==> src/rtl/ttm_pkg.sv <==
package ttm_pkg;

	localparam int TIME_W   = 32;
	localparam int SUM_W    = 40;
	localparam int COUNT_W  = 16;
	localparam int TEMPO_W  = 14;
	localparam int DIGIT_W  = 4;
	localparam int BRIGHT_W = 4;
	localparam int CFG_IDX_W = 2;

	// The divider walks one dividend bit a cycle; both divisions use the full sum width.
	localparam int DIV_STEPS = SUM_W;
	localparam int STEP_W    = $clog2(DIV_STEPS);

	localparam logic [SUM_W-1:0]   RATE_SCALE = SUM_W'(600000000);
	localparam logic [SUM_W-1:0]   SUM_MAX    = {SUM_W{1'b1}};
	localparam logic [COUNT_W-1:0] COUNT_MAX  = {COUNT_W{1'b1}};
	localparam logic [TEMPO_W-1:0] TEMPO_CLIP = TEMPO_W'(9999);

	localparam logic [DIGIT_W-1:0] DIG_BLANK = DIGIT_W'(10);
	localparam logic [DIGIT_W-1:0] DIG_DASH  = DIGIT_W'(11);

	localparam logic [TIME_W-1:0]   TIMEOUT_RST  = TIME_W'(5000000);
	localparam logic [TIME_W-1:0]   DEBOUNCE_RST = TIME_W'(50000);
	localparam logic [BRIGHT_W-1:0] IDLE_BRIGHT_RST   = BRIGHT_W'(4);
	localparam logic [BRIGHT_W-1:0] ACTIVE_BRIGHT_RST = BRIGHT_W'(10);

	localparam logic [CFG_IDX_W-1:0] REG_TIMEOUT       = CFG_IDX_W'(0);
	localparam logic [CFG_IDX_W-1:0] REG_DEBOUNCE      = CFG_IDX_W'(1);
	localparam logic [CFG_IDX_W-1:0] REG_IDLE_BRIGHT   = CFG_IDX_W'(2);
	localparam logic [CFG_IDX_W-1:0] REG_ACTIVE_BRIGHT = CFG_IDX_W'(3);

endpackage

==> src/rtl/tap_tempo_meter.sv <==
// Channel | Direction | Handshake          | Payload
// input   | in        | in_valid, in_stall   | button_level, time_us
// output  | out       | out_valid, out_stall | tempo_tenths, tempo_valid, digit_*, brightness, redraw
// config  | in        | cfg_we               | cfg_index, cfg_data
//
// A beat runs from its accepting edge to the edge that loads its result through the timestamp
// checks, the rate divide and accumulate when a press follows an earlier one, the average setup
// and divide, clip and binary-to-decimal conversion once two beats are in, and the output load;
// both divides run on one shared divider. in_stall is high from the accepting edge until that
// load, and a held output beat keeps the sequencer waiting there; arst_n resets all state and
// registers to their idle values.
module tap_tempo_meter
	import ttm_pkg::*;
(
	input  logic                 clk,
	input  logic                 arst_n,

	input  logic                 cfg_we,
	input  logic [CFG_IDX_W-1:0] cfg_index,
	input  logic [TIME_W-1:0]    cfg_data,

	input  logic                 in_valid,
	output logic                 in_stall,
	input  logic                 button_level,
	input  logic [TIME_W-1:0]    time_us,

	output logic                 out_valid,
	input  logic                 out_stall,
	output logic [TEMPO_W-1:0]   tempo_tenths,
	output logic                 tempo_valid,
	output logic [DIGIT_W-1:0]   digit_hundreds,
	output logic [DIGIT_W-1:0]   digit_tens,
	output logic [DIGIT_W-1:0]   digit_ones,
	output logic [DIGIT_W-1:0]   digit_tenths,
	output logic [BRIGHT_W-1:0]  brightness,
	output logic                 redraw
);

	typedef enum logic [3:0] {
		S_IDLE,
		S_TIMEOUT,
		S_DEBOUNCE,
		S_DIV_RATE,
		S_ACCUM,
		S_AVG,
		S_DIV_AVG,
		S_CLIP,
		S_BCD,
		S_OUT
	} state_t;

	state_t state_q;

	// Configuration registers.
	logic [TIME_W-1:0]   timeout_q;
	logic [TIME_W-1:0]   debounce_q;
	logic [BRIGHT_W-1:0] idle_bright_q;
	logic [BRIGHT_W-1:0] active_bright_q;

	// Tempo tracking state.
	logic                last_level_q;
	logic [TIME_W-1:0]   last_change_q;
	logic [TIME_W-1:0]   last_beat_q;
	logic [COUNT_W-1:0]  beat_count_q;
	logic [SUM_W-1:0]    rate_sum_q;
	logic [BRIGHT_W-1:0] cur_bright_q;

	// The sample being worked on.
	logic                level_q;
	logic [TIME_W-1:0]   now_q;
	logic [TIME_W-1:0]   interval_q;
	logic                press_q;

	// Shared divider: remainder, dividend/quotient shift register, divisor.
	logic [TIME_W-1:0]   rem_q;
	logic [SUM_W-1:0]    quo_q;
	logic [TIME_W-1:0]   dvs_q;
	logic [STEP_W-1:0]   step_q;

	// Binary-to-decimal conversion registers.
	logic [TEMPO_W-1:0]     bin_q;
	logic [4*DIGIT_W-1:0]   bcd_q;
	logic [TEMPO_W-1:0]     tempo_q;

	logic [TIME_W-1:0]   since_beat;
	logic [TIME_W-1:0]   since_change;
	logic [TIME_W:0]     trial;
	logic [TIME_W+1:0]   trial_diff;
	logic                trial_ge;
	logic [TIME_W-1:0]   rem_next;
	logic [SUM_W:0]      sum_wide;
	logic [4*DIGIT_W-1:0] bcd_adj;
	logic                out_free;

	assign since_beat   = now_q - last_beat_q;
	assign since_change = now_q - last_change_q;

	// One restoring step: bring down the next dividend bit and subtract if it fits.
	// The remainder stays below the divisor, so the trial value is below twice the divisor.
	assign trial      = {rem_q, quo_q[SUM_W-1]};
	assign trial_diff = {1'b0, trial} - {2'b00, dvs_q};
	assign trial_ge   = ~trial_diff[TIME_W+1];
	assign rem_next   = trial_ge ? trial_diff[TIME_W-1:0] : trial[TIME_W-1:0];

	// Quotient of the rate divide is below 2^30, so the sum cannot wrap past one carry.
	assign sum_wide = {1'b0, rate_sum_q} + {1'b0, quo_q};

	// Double-dabble correction: each decimal digit of 5 or more gets 3 added before the shift.
	always_comb begin
		for (int i = 0; i < 4; i++) begin
			if (bcd_q[i*DIGIT_W +: DIGIT_W] >= DIGIT_W'(5)) begin
				bcd_adj[i*DIGIT_W +: DIGIT_W] = bcd_q[i*DIGIT_W +: DIGIT_W] + DIGIT_W'(3);
			end else begin
				bcd_adj[i*DIGIT_W +: DIGIT_W] = bcd_q[i*DIGIT_W +: DIGIT_W];
			end
		end
	end

	assign out_free = ~out_valid | ~out_stall;
	assign in_stall = (state_q != S_IDLE);

	always_ff @(posedge clk or negedge arst_n) begin
		if (!arst_n) begin
			timeout_q       <= TIMEOUT_RST;
			debounce_q      <= DEBOUNCE_RST;
			idle_bright_q   <= IDLE_BRIGHT_RST;
			active_bright_q <= ACTIVE_BRIGHT_RST;
		end else if (cfg_we) begin
			unique case (cfg_index)
				REG_TIMEOUT:       timeout_q       <= cfg_data;
				REG_DEBOUNCE:      debounce_q      <= cfg_data;
				REG_IDLE_BRIGHT:   idle_bright_q   <= cfg_data[BRIGHT_W-1:0];
				REG_ACTIVE_BRIGHT: active_bright_q <= cfg_data[BRIGHT_W-1:0];
				default:           ;
			endcase
		end
	end

	always_ff @(posedge clk or negedge arst_n) begin
		if (!arst_n) begin
			state_q        <= S_IDLE;
			last_level_q   <= 1'b1;
			last_change_q  <= '0;
			last_beat_q    <= '0;
			beat_count_q   <= '0;
			rate_sum_q     <= '0;
			cur_bright_q   <= IDLE_BRIGHT_RST;
			level_q        <= 1'b1;
			now_q          <= '0;
			interval_q     <= '0;
			press_q        <= 1'b0;
			rem_q          <= '0;
			quo_q          <= '0;
			dvs_q          <= '0;
			step_q         <= '0;
			bin_q          <= '0;
			bcd_q          <= '0;
			tempo_q        <= '0;
			out_valid      <= 1'b0;
			tempo_tenths   <= '0;
			tempo_valid    <= 1'b0;
			digit_hundreds <= DIG_BLANK;
			digit_tens     <= DIG_BLANK;
			digit_ones     <= DIG_DASH;
			digit_tenths   <= DIG_DASH;
			brightness     <= IDLE_BRIGHT_RST;
			redraw         <= 1'b0;
		end else begin
			// A beat taken while the next result is being loaded is replaced, not cleared.
			if (out_valid && !out_stall && state_q != S_OUT) begin
				out_valid <= 1'b0;
			end

			unique case (state_q)
				S_IDLE: begin
					if (in_valid) begin
						level_q <= button_level;
						now_q   <= time_us;
						press_q <= 1'b0;
						state_q <= S_TIMEOUT;
					end
				end

				// The interval since the last beat serves both the timeout and the rate.
				S_TIMEOUT: begin
					interval_q <= since_beat;
					if (beat_count_q != '0 && since_beat > timeout_q) begin
						beat_count_q <= '0;
						cur_bright_q <= idle_bright_q;
					end
					state_q <= S_DEBOUNCE;
				end

				S_DEBOUNCE: begin
					state_q <= S_AVG;
					if (level_q != last_level_q && since_change >= debounce_q) begin
						last_change_q <= now_q;
						last_level_q  <= level_q;
						if (!level_q) begin
							press_q <= 1'b1;
							if (beat_count_q == '0) begin
								// First tap of a capture.
								rate_sum_q   <= '0;
								cur_bright_q <= active_bright_q;
								last_beat_q  <= now_q;
								beat_count_q <= COUNT_W'(1);
							end else begin
								rem_q   <= '0;
								quo_q   <= RATE_SCALE;
								dvs_q   <= (interval_q == '0) ? TIME_W'(1) : interval_q;
								step_q  <= '0;
								state_q <= S_DIV_RATE;
							end
						end
					end
				end

				S_DIV_RATE: begin
					rem_q  <= rem_next;
					quo_q  <= {quo_q[SUM_W-2:0], trial_ge};
					step_q <= step_q + STEP_W'(1);
					if (step_q == STEP_W'(DIV_STEPS - 1)) begin
						state_q <= S_ACCUM;
					end
				end

				S_ACCUM: begin
					rate_sum_q  <= sum_wide[SUM_W] ? SUM_MAX : sum_wide[SUM_W-1:0];
					last_beat_q <= now_q;
					if (beat_count_q != COUNT_MAX) begin
						beat_count_q <= beat_count_q + COUNT_W'(1);
					end
					state_q <= S_AVG;
				end

				S_AVG: begin
					if (beat_count_q > COUNT_W'(1)) begin
						rem_q   <= '0;
						quo_q   <= rate_sum_q;
						dvs_q   <= TIME_W'(beat_count_q - COUNT_W'(1));
						step_q  <= '0;
						state_q <= S_DIV_AVG;
					end else begin
						tempo_q <= '0;
						state_q <= S_OUT;
					end
				end

				S_DIV_AVG: begin
					rem_q  <= rem_next;
					quo_q  <= {quo_q[SUM_W-2:0], trial_ge};
					step_q <= step_q + STEP_W'(1);
					if (step_q == STEP_W'(DIV_STEPS - 1)) begin
						state_q <= S_CLIP;
					end
				end

				S_CLIP: begin
					if (quo_q > SUM_W'(TEMPO_CLIP)) begin
						tempo_q <= TEMPO_CLIP;
						bin_q   <= TEMPO_CLIP;
					end else begin
						tempo_q <= quo_q[TEMPO_W-1:0];
						bin_q   <= quo_q[TEMPO_W-1:0];
					end
					bcd_q   <= '0;
					step_q  <= '0;
					state_q <= S_BCD;
				end

				S_BCD: begin
					{bcd_q, bin_q} <= {bcd_adj[4*DIGIT_W-2:0], bin_q, 1'b0};
					step_q <= step_q + STEP_W'(1);
					if (step_q == STEP_W'(TEMPO_W - 1)) begin
						state_q <= S_OUT;
					end
				end

				S_OUT: begin
					if (out_free) begin
						out_valid    <= 1'b1;
						brightness   <= cur_bright_q;
						redraw       <= press_q;
						tempo_tenths <= tempo_q;
						if (beat_count_q > COUNT_W'(1)) begin
							tempo_valid  <= 1'b1;
							digit_tenths <= bcd_q[0 +: DIGIT_W];
							digit_ones   <= bcd_q[DIGIT_W +: DIGIT_W];
							digit_tens   <= (bcd_q[4*DIGIT_W-1:2*DIGIT_W] == '0) ?
							                DIG_BLANK : bcd_q[2*DIGIT_W +: DIGIT_W];
							digit_hundreds <= (bcd_q[4*DIGIT_W-1:3*DIGIT_W] == '0) ?
							                  DIG_BLANK : bcd_q[3*DIGIT_W +: DIGIT_W];
						end else begin
							tempo_valid    <= 1'b0;
							digit_hundreds <= DIG_BLANK;
							digit_tens     <= DIG_BLANK;
							digit_ones     <= DIG_DASH;
							digit_tenths   <= DIG_DASH;
						end
						state_q <= S_IDLE;
					end
				end

				default: state_q <= S_IDLE;
			endcase
		end
	end

endmodule

==> config.mk <==
export PLATFORM = sky130hd
export DESIGN_NAME = tap_tempo_meter
export DESIGN_NICKNAME = d
export VERILOG_FILES = /design/src/rtl/ttm_pkg.sv /design/src/rtl/tap_tempo_meter.sv
export SDC_FILE = /design/constraint.sdc
export NUM_CORES = 1
export LEC_CHECK = 0
export ABC_AREA = 1
export BUFFER_PORTS_ARGS = -buffer_cell sky130_fd_sc_hd__buf_2
export CAP_MARGIN = 20
export CORE_ASPECT_RATIO = 0.8
export CORE_MARGIN = 5
export CORE_UTILIZATION = 55
export CTS_CLUSTER_DIAMETER = 30
export DETAILED_ROUTE_END_ITERATION = 10
export PLACE_DENSITY_LB_ADDON = 0.08
export SLEW_MARGIN = 20
export SYNTH_ARGS = -nofsm -noshare
export SYNTH_HDL_FRONTEND = slang
export SYNTH_SLANG_ARGS = --single-unit
export TNS_END_PERCENT = 1
==> constraint.sdc <==
create_clock -name clk -period 4 [get_ports clk]
set_clock_uncertainty 0.1 [all_clocks]
set_input_delay 0.8 -clock clk [delete_from_list [all_inputs] [get_ports clk]]
set_output_delay 0.8 -clock clk [all_outputs]
set_load 0.1 [all_outputs]
# == Word level (Yosys, flattened, before mapping) ==
# Index checks and enable logic that the tools add are counted.
# word_totals
reg_bits,458
elab_cells,199
output_inout_bits,38
in_bits,72
# op_classes
magnitude_cmp,8
reduce_logical,40
n_eq_ne,30
mux,75
bitwise,4
add_sub_neg,11
# ops
cell,n
$mux W32,13
$mux W40,8
$pmux W32 S2,2
$pmux W40 S3,1
$pmux W32 S3,1
$mux W16,5
$pmux W40 S2,1
$mux W4,19
$sub A32 B32 Y32,2
$pmux W14 S2,2
$pmux W16 S3,1
$add A40 B40 Y41,1
$gt A40 B14 Y1 const B,1
$pmux W4 S10,1
$sub A33 B32 Y34,1
$ge A32 B32 Y1,1
$gt A32 B32 Y1,1
$logic_not A32 Y1,1
$pmux W16 S2,1
$mux W14,2
$ne A2 B2 Y1 const B,13
$reduce_and A5 Y1,5
$mux W6,4
$pmux W6 S4,1
other kinds (39),80

# == Longest topological paths before layout ==
# logic_depth
depth_word,6
ltp_mapped,29
mapped_depth_nobuf,27

# == Worst setup path after synthesis ==
# No wires, ideal clock.
# synth_path
path_type,register to register
startpoint,register now_q[0]
endpoint,register quo_q[13]
required_time_ns,3.772
setup_slack_ns,0.280
setup_time_ns,0.128
n_path_buf,2
period_less_slack_ns,3.720
path_stages_with_launch,27
arrival_time_ns,3.491
path_cell_list,dfrtp_1 -> inv_1 -> ha_1 -> inv_1 -> fa_1 -> nand3_1 -> nand2_1 -> a21oi_1 -> inv_1 -> a21oi_1 -> o21ai_0 -> xor2_1 -> inv_1 -> ha_1 -> nand2_1 -> nor2_1 -> nand4_1 -> a21oi_1 -> nor2_1 -> nand2_1 -> nand3_2 -> nand2_4 -> nand2_4 -> buf_12 -> buf_6 -> nand2_1 -> o21ai_0
# synth_between
elab_chain_len,5
# synth_lines
element,line_no,rtl
"start, declared",tap_tempo_meter.sv:70,logic [TIME_W-1:0] now_q;
"start signal, assigned",tap_tempo_meter.sv:178,now_q <= time_us;
$sub A32 B32 Y32,tap_tempo_meter.sv:96,assign since_change = now_q - last_change_q;
$ge A32 B32 Y1,tap_tempo_meter.sv:196,if (level_q != last_level_q && since_change >= debounce_q) begin
$logic_and A1 B1 Y1,tap_tempo_meter.sv:196,
$ne A2 B2 Y1 (no line),-,
$reduce_and A5 Y1 (no line),-,
"end signal, assigned",tap_tempo_meter.sv:220,"quo_q <= {quo_q[SUM_W-2:0], trial_ge};"
"end signal, assigned",tap_tempo_meter.sv:239,quo_q <= rate_sum_q;
"end signal, assigned",tap_tempo_meter.sv:251,"quo_q <= {quo_q[SUM_W-2:0], trial_ge};"
"end, declared",tap_tempo_meter.sv:76,logic [SUM_W-1:0] quo_q;
# No other way between the ends.
# A chain may end at the register's enable or synchronous reset.

# == Worst setup path after layout ==
# layout_path
startpoint,register now_q[2]
endpoint,register rem_q[23]
# layout_between
elab_chain_len,5
# layout_lines
element,line_no,rtl
$sub A32 B32 Y32,tap_tempo_meter.sv:96,
$ge A32 B32 Y1,tap_tempo_meter.sv:196,
$logic_and A1 B1 Y1,tap_tempo_meter.sv:196,
$ne A2 B2 Y1 (no line),-,
$reduce_and A5 Y1 (no line),-,
"end signal, assigned",tap_tempo_meter.sv:219,rem_q <= rem_next;
"end signal, assigned",tap_tempo_meter.sv:250,rem_q <= rem_next;
"end, declared",tap_tempo_meter.sv:75,logic [TIME_W-1:0] rem_q;
# No other way between the ends.

==> out/summary.txt <==
Global-route wire length before repair: 148000 µm
PortBufs: 109
Gr ovfl total: 0
Nets: 4779
Largest net degree at the start of global routing: 84
Initial core utilization: 0.554
Min cycle time layout: 4.09 ns
Metal-1 WL: 45900 µm
Hold-fix buffers, CTS: 0
Crit path arrival time: 4.50 ns
Max cap viols: 0
Ys Warns: 0
Routed met2 length: 38400 µm
Max Freq: 244 MHz
Die Height: 221 µm
Drt first pass iters: 6
Synth Cell Area: 0.0305 mm²
Worst-path maximum fanout: 7
Top sig layer: met5
Clock Latency Late Sink: 0.66 ns
Fillers: 4697
Final Cycle Share: 1.02
Via count: 29300
Synth top cells by count: nand2_1, inv_1, o21ai_0
Relative slew slack: 0.314
Fraction of layout cells with a size suffix above 1: 0.161
Vias in the first global route: 27600
IO Pins: 110
Drt drc: 0
Req. time, crit path: 4.41 ns
Sw Pwr: 0.0188 W
Row count: 77
Crit start category: flop
Reg2Reg Setup Slack: -0.09 ns
Leak Pwr: 19.0 nW
Post-synth EDFFs: 0
Antenna violations before repair: 3
Area after DPL: 0.0329 mm²
CTS H-Tree Depth: 3
Pwr/cell area: 1050 mW/mm²
Reg clk slew, reported paths: 0.05 ns
Iteration-0 DRC Markers: 2911
RSZ-0062 raised after global routing: yes
Core area: 0.0550 mm²
Hold crit path type: input pin to async pin
Met3 WL post-DR: 7350 µm
Reg2Reg Depth: 24
Slew Viols, Final: 0
Post-Synthesis Cells: 4207
Seq/Total Area, Yosys: 0.377
Clock power frac: 0.202
Chip width: 273 µm
Setup Crit Path Kind: flop to flop
Design Area, Final: 0.0372 mm²
DR vias/cell: 5.50
Post-Syn Nets: 4495
Number of hold violations in the final report: 0
Cell Int Power: 0.0203 W
Sw Share: 0.481
Post-route ant nets: 0
Top_reg_cell synth: dfrtp_1
Synth top area share: 0.351
Outcome: complete, but fails checks
Detailed Place HPWL: 69700 µm
Area grow syn2layout: 21.9%
Mapped Avg Cell Area: 7.24 µm²
Ys async rst share: 1.00
Largest cells by area after synthesis: dfrtp_1, nand2_1, ha_1
Reg-to-reg endpoint: rem_q[23]
Yosys reg bits: 458
WL final: 93800 µm
Routability cong.: 0.984
Die Area: 0.0602 mm²
Final setup violation count: 104
Root Buffer: clkbuf_16
WL/cell: 17.6 µm
Failing checks: setup timing
CTS tree: yes
Dpl ws: -0.285 ns
Critical Path Start: now_q[2]
CTS max path bufs: 3
CTS buffer count: 93
Post-synth top area cell: dfrtp_1
CP Capture Point: rem_q[23]
Worst-margin pin slew: 1.02 ns
Sink Count: 458
Setup ws final: -0.0918 ns
Sequential share of power: 0.188
Nature of the critical path endpoint: flop
All-layer global routing usage: 0.304
Post-synth cell types: 57
Peak supply drop: 0.000634 V
Comb pwr share: 0.610
Most frequent cell after synthesis: nand2_1
RR Startpoint: now_q[2]
power groups by stage:
| stage | Clock, W | Sequential [W] | Combinational (W) |
|---|---|---|---|
| global placement | 0 | 0.00727 | 0.0214 |
| CTS | 0.00797 | 0.00726 | 0.0220 |
| floorplan | 0 | 0.00802 | 0.0138 |
| detailed placement | 0 | 0.00730 | 0.0216 |
| global route | 0.00822 | 0.00749 | 0.0264 |
| finish | 0.00787 | 0.00734 | 0.0238 |
metrics by stage:
step           instances   util  power (W)  setup TNS (ns)  hold WS (ns)
2_1_floorplan       4207      -     0.0218               0         0.342
3_3_place_gp        5126  0.598     0.0287          -13.39         0.356
3_5_place_dp        5126  0.598     0.0289          -39.51         0.361
4_1_cts             5300  0.659     0.0372               0        0.0611
5_1_grt             5319  0.675     0.0421          -48.60        0.0865
6_report            5321  0.675     0.0390           -3.67        0.0561
what timing repair did:
action / CTS / global route
setup buffers: 0 / 7
resized for setup: 30 / 171
pin swaps: 6 / 35
endpoints found under the hold margin: 0 / 0
endpoints found under the setup margin: 237 / 238
cloned: 1 / 12
layout by cell type (no fill, tap or decap), types with 12 or more instances in the layout:
master and n:
a21o_1 15, a21oi_1 212, a21oi_2 20, a22oi_1 29
buf_12 19, buf_2 108, buf_4 162, clkbuf_16 102
clkinv_2 12, dfrtp_1 425, dfstp_2 31, ha_1 205
inv_1 561, inv_6 13, nand2_1 1117, nand2_2 88
nand3_1 194, nand4_1 95, nor2_1 251, nor2_2 15
nor3_1 31, o211ai_1 12, o21a_1 13, o21ai_0 428
o21ai_1 59, o21ai_2 23, or2_2 15, xnor2_1 27
xor2_1 67
critical path, cell delays in order, from the launching register on:
cell and delay, ns:
dfrtp_1 0.41, ha_1 0.35, a21oi_1 0.16, nand2_1 0.11, a21oi_2 0.17, buf_4 0.14, o21ai_0 0.08, buf_4 0.16
nand2_1 0.05, nand2_1 0.06, a21oi_1 0.18, xnor2_1 0.14, ha_1 0.32, nand2_1 0.08, nor2_2 0.13, nand2_1 0.09
a21oi_2 0.15, nor2_2 0.05, nand2_2 0.15, nand3_4 0.11, nand2_8 0.20, nand2_8 0.16, clkbuf_16 0.26, nand2_1 0.06
o21ai_1 0.05
layer usage:
layer,vias up,GRT usage
li1,14400,-
met1,13800,0.476
met2,957,0.428
met3,142,0.0633
met4,2,0.0777
met5,-,0
how the worst min path moves through the flow:
stage	from	end	slack, ns	cells past startpoint
4_1_cts	arst_n	bcd_q[10]	0.06	1
5_1_grt	arst_n	bcd_q[10]	0.09	1
6_report	arst_n	digit_hundreds[0]	0.06	1
3_5_place_dp	dvs_q[9]	dvs_q[9]	0.36	2
3_3_place_gp	dvs_q[16]	dvs_q[16]	0.36	2
2_1_floorplan	dvs_q[10]	dvs_q[10]	0.34	2
registers in the layout (all words and copies together), names as in the netlist, 16 cells and up:
name / count
interval_q: 32
debounce_q: 32
rem_q: 32
quo_q: 40
dvs_q: 32
last_change_q: 32
last_beat_q: 32
rate_sum_q: 40
beat_count_q: 16
bcd_q: 16
timeout_q: 32
now_q: 32
cell type report:
type                    instances  area, µm²  share of cell area
multi-input cells            3054      16800               0.453
flip-flops and latches        458      11500               0.310
clock buffers                 111       2490              0.0669
repair buffers                308       2460              0.0663
inverters                     576       2170              0.0583
well taps                     750        938              0.0253
clock inverters                62        756              0.0203
diodes                          2       5.00            0.000135
logic make-up (layout without fill, tap and decap cells):
family          count (synthesis)  in the layout  synth area share
simple gates                 1875           1878             0.258
compound gates                862            862             0.154
buf+inv                       698           1057            0.0928
flops                         458            458             0.377
fa+ha+maj                     216            216            0.0897
xor+xnor                       98             98            0.0282
other cells                     0              2                 0
Power figures use the tool's default switching activity.
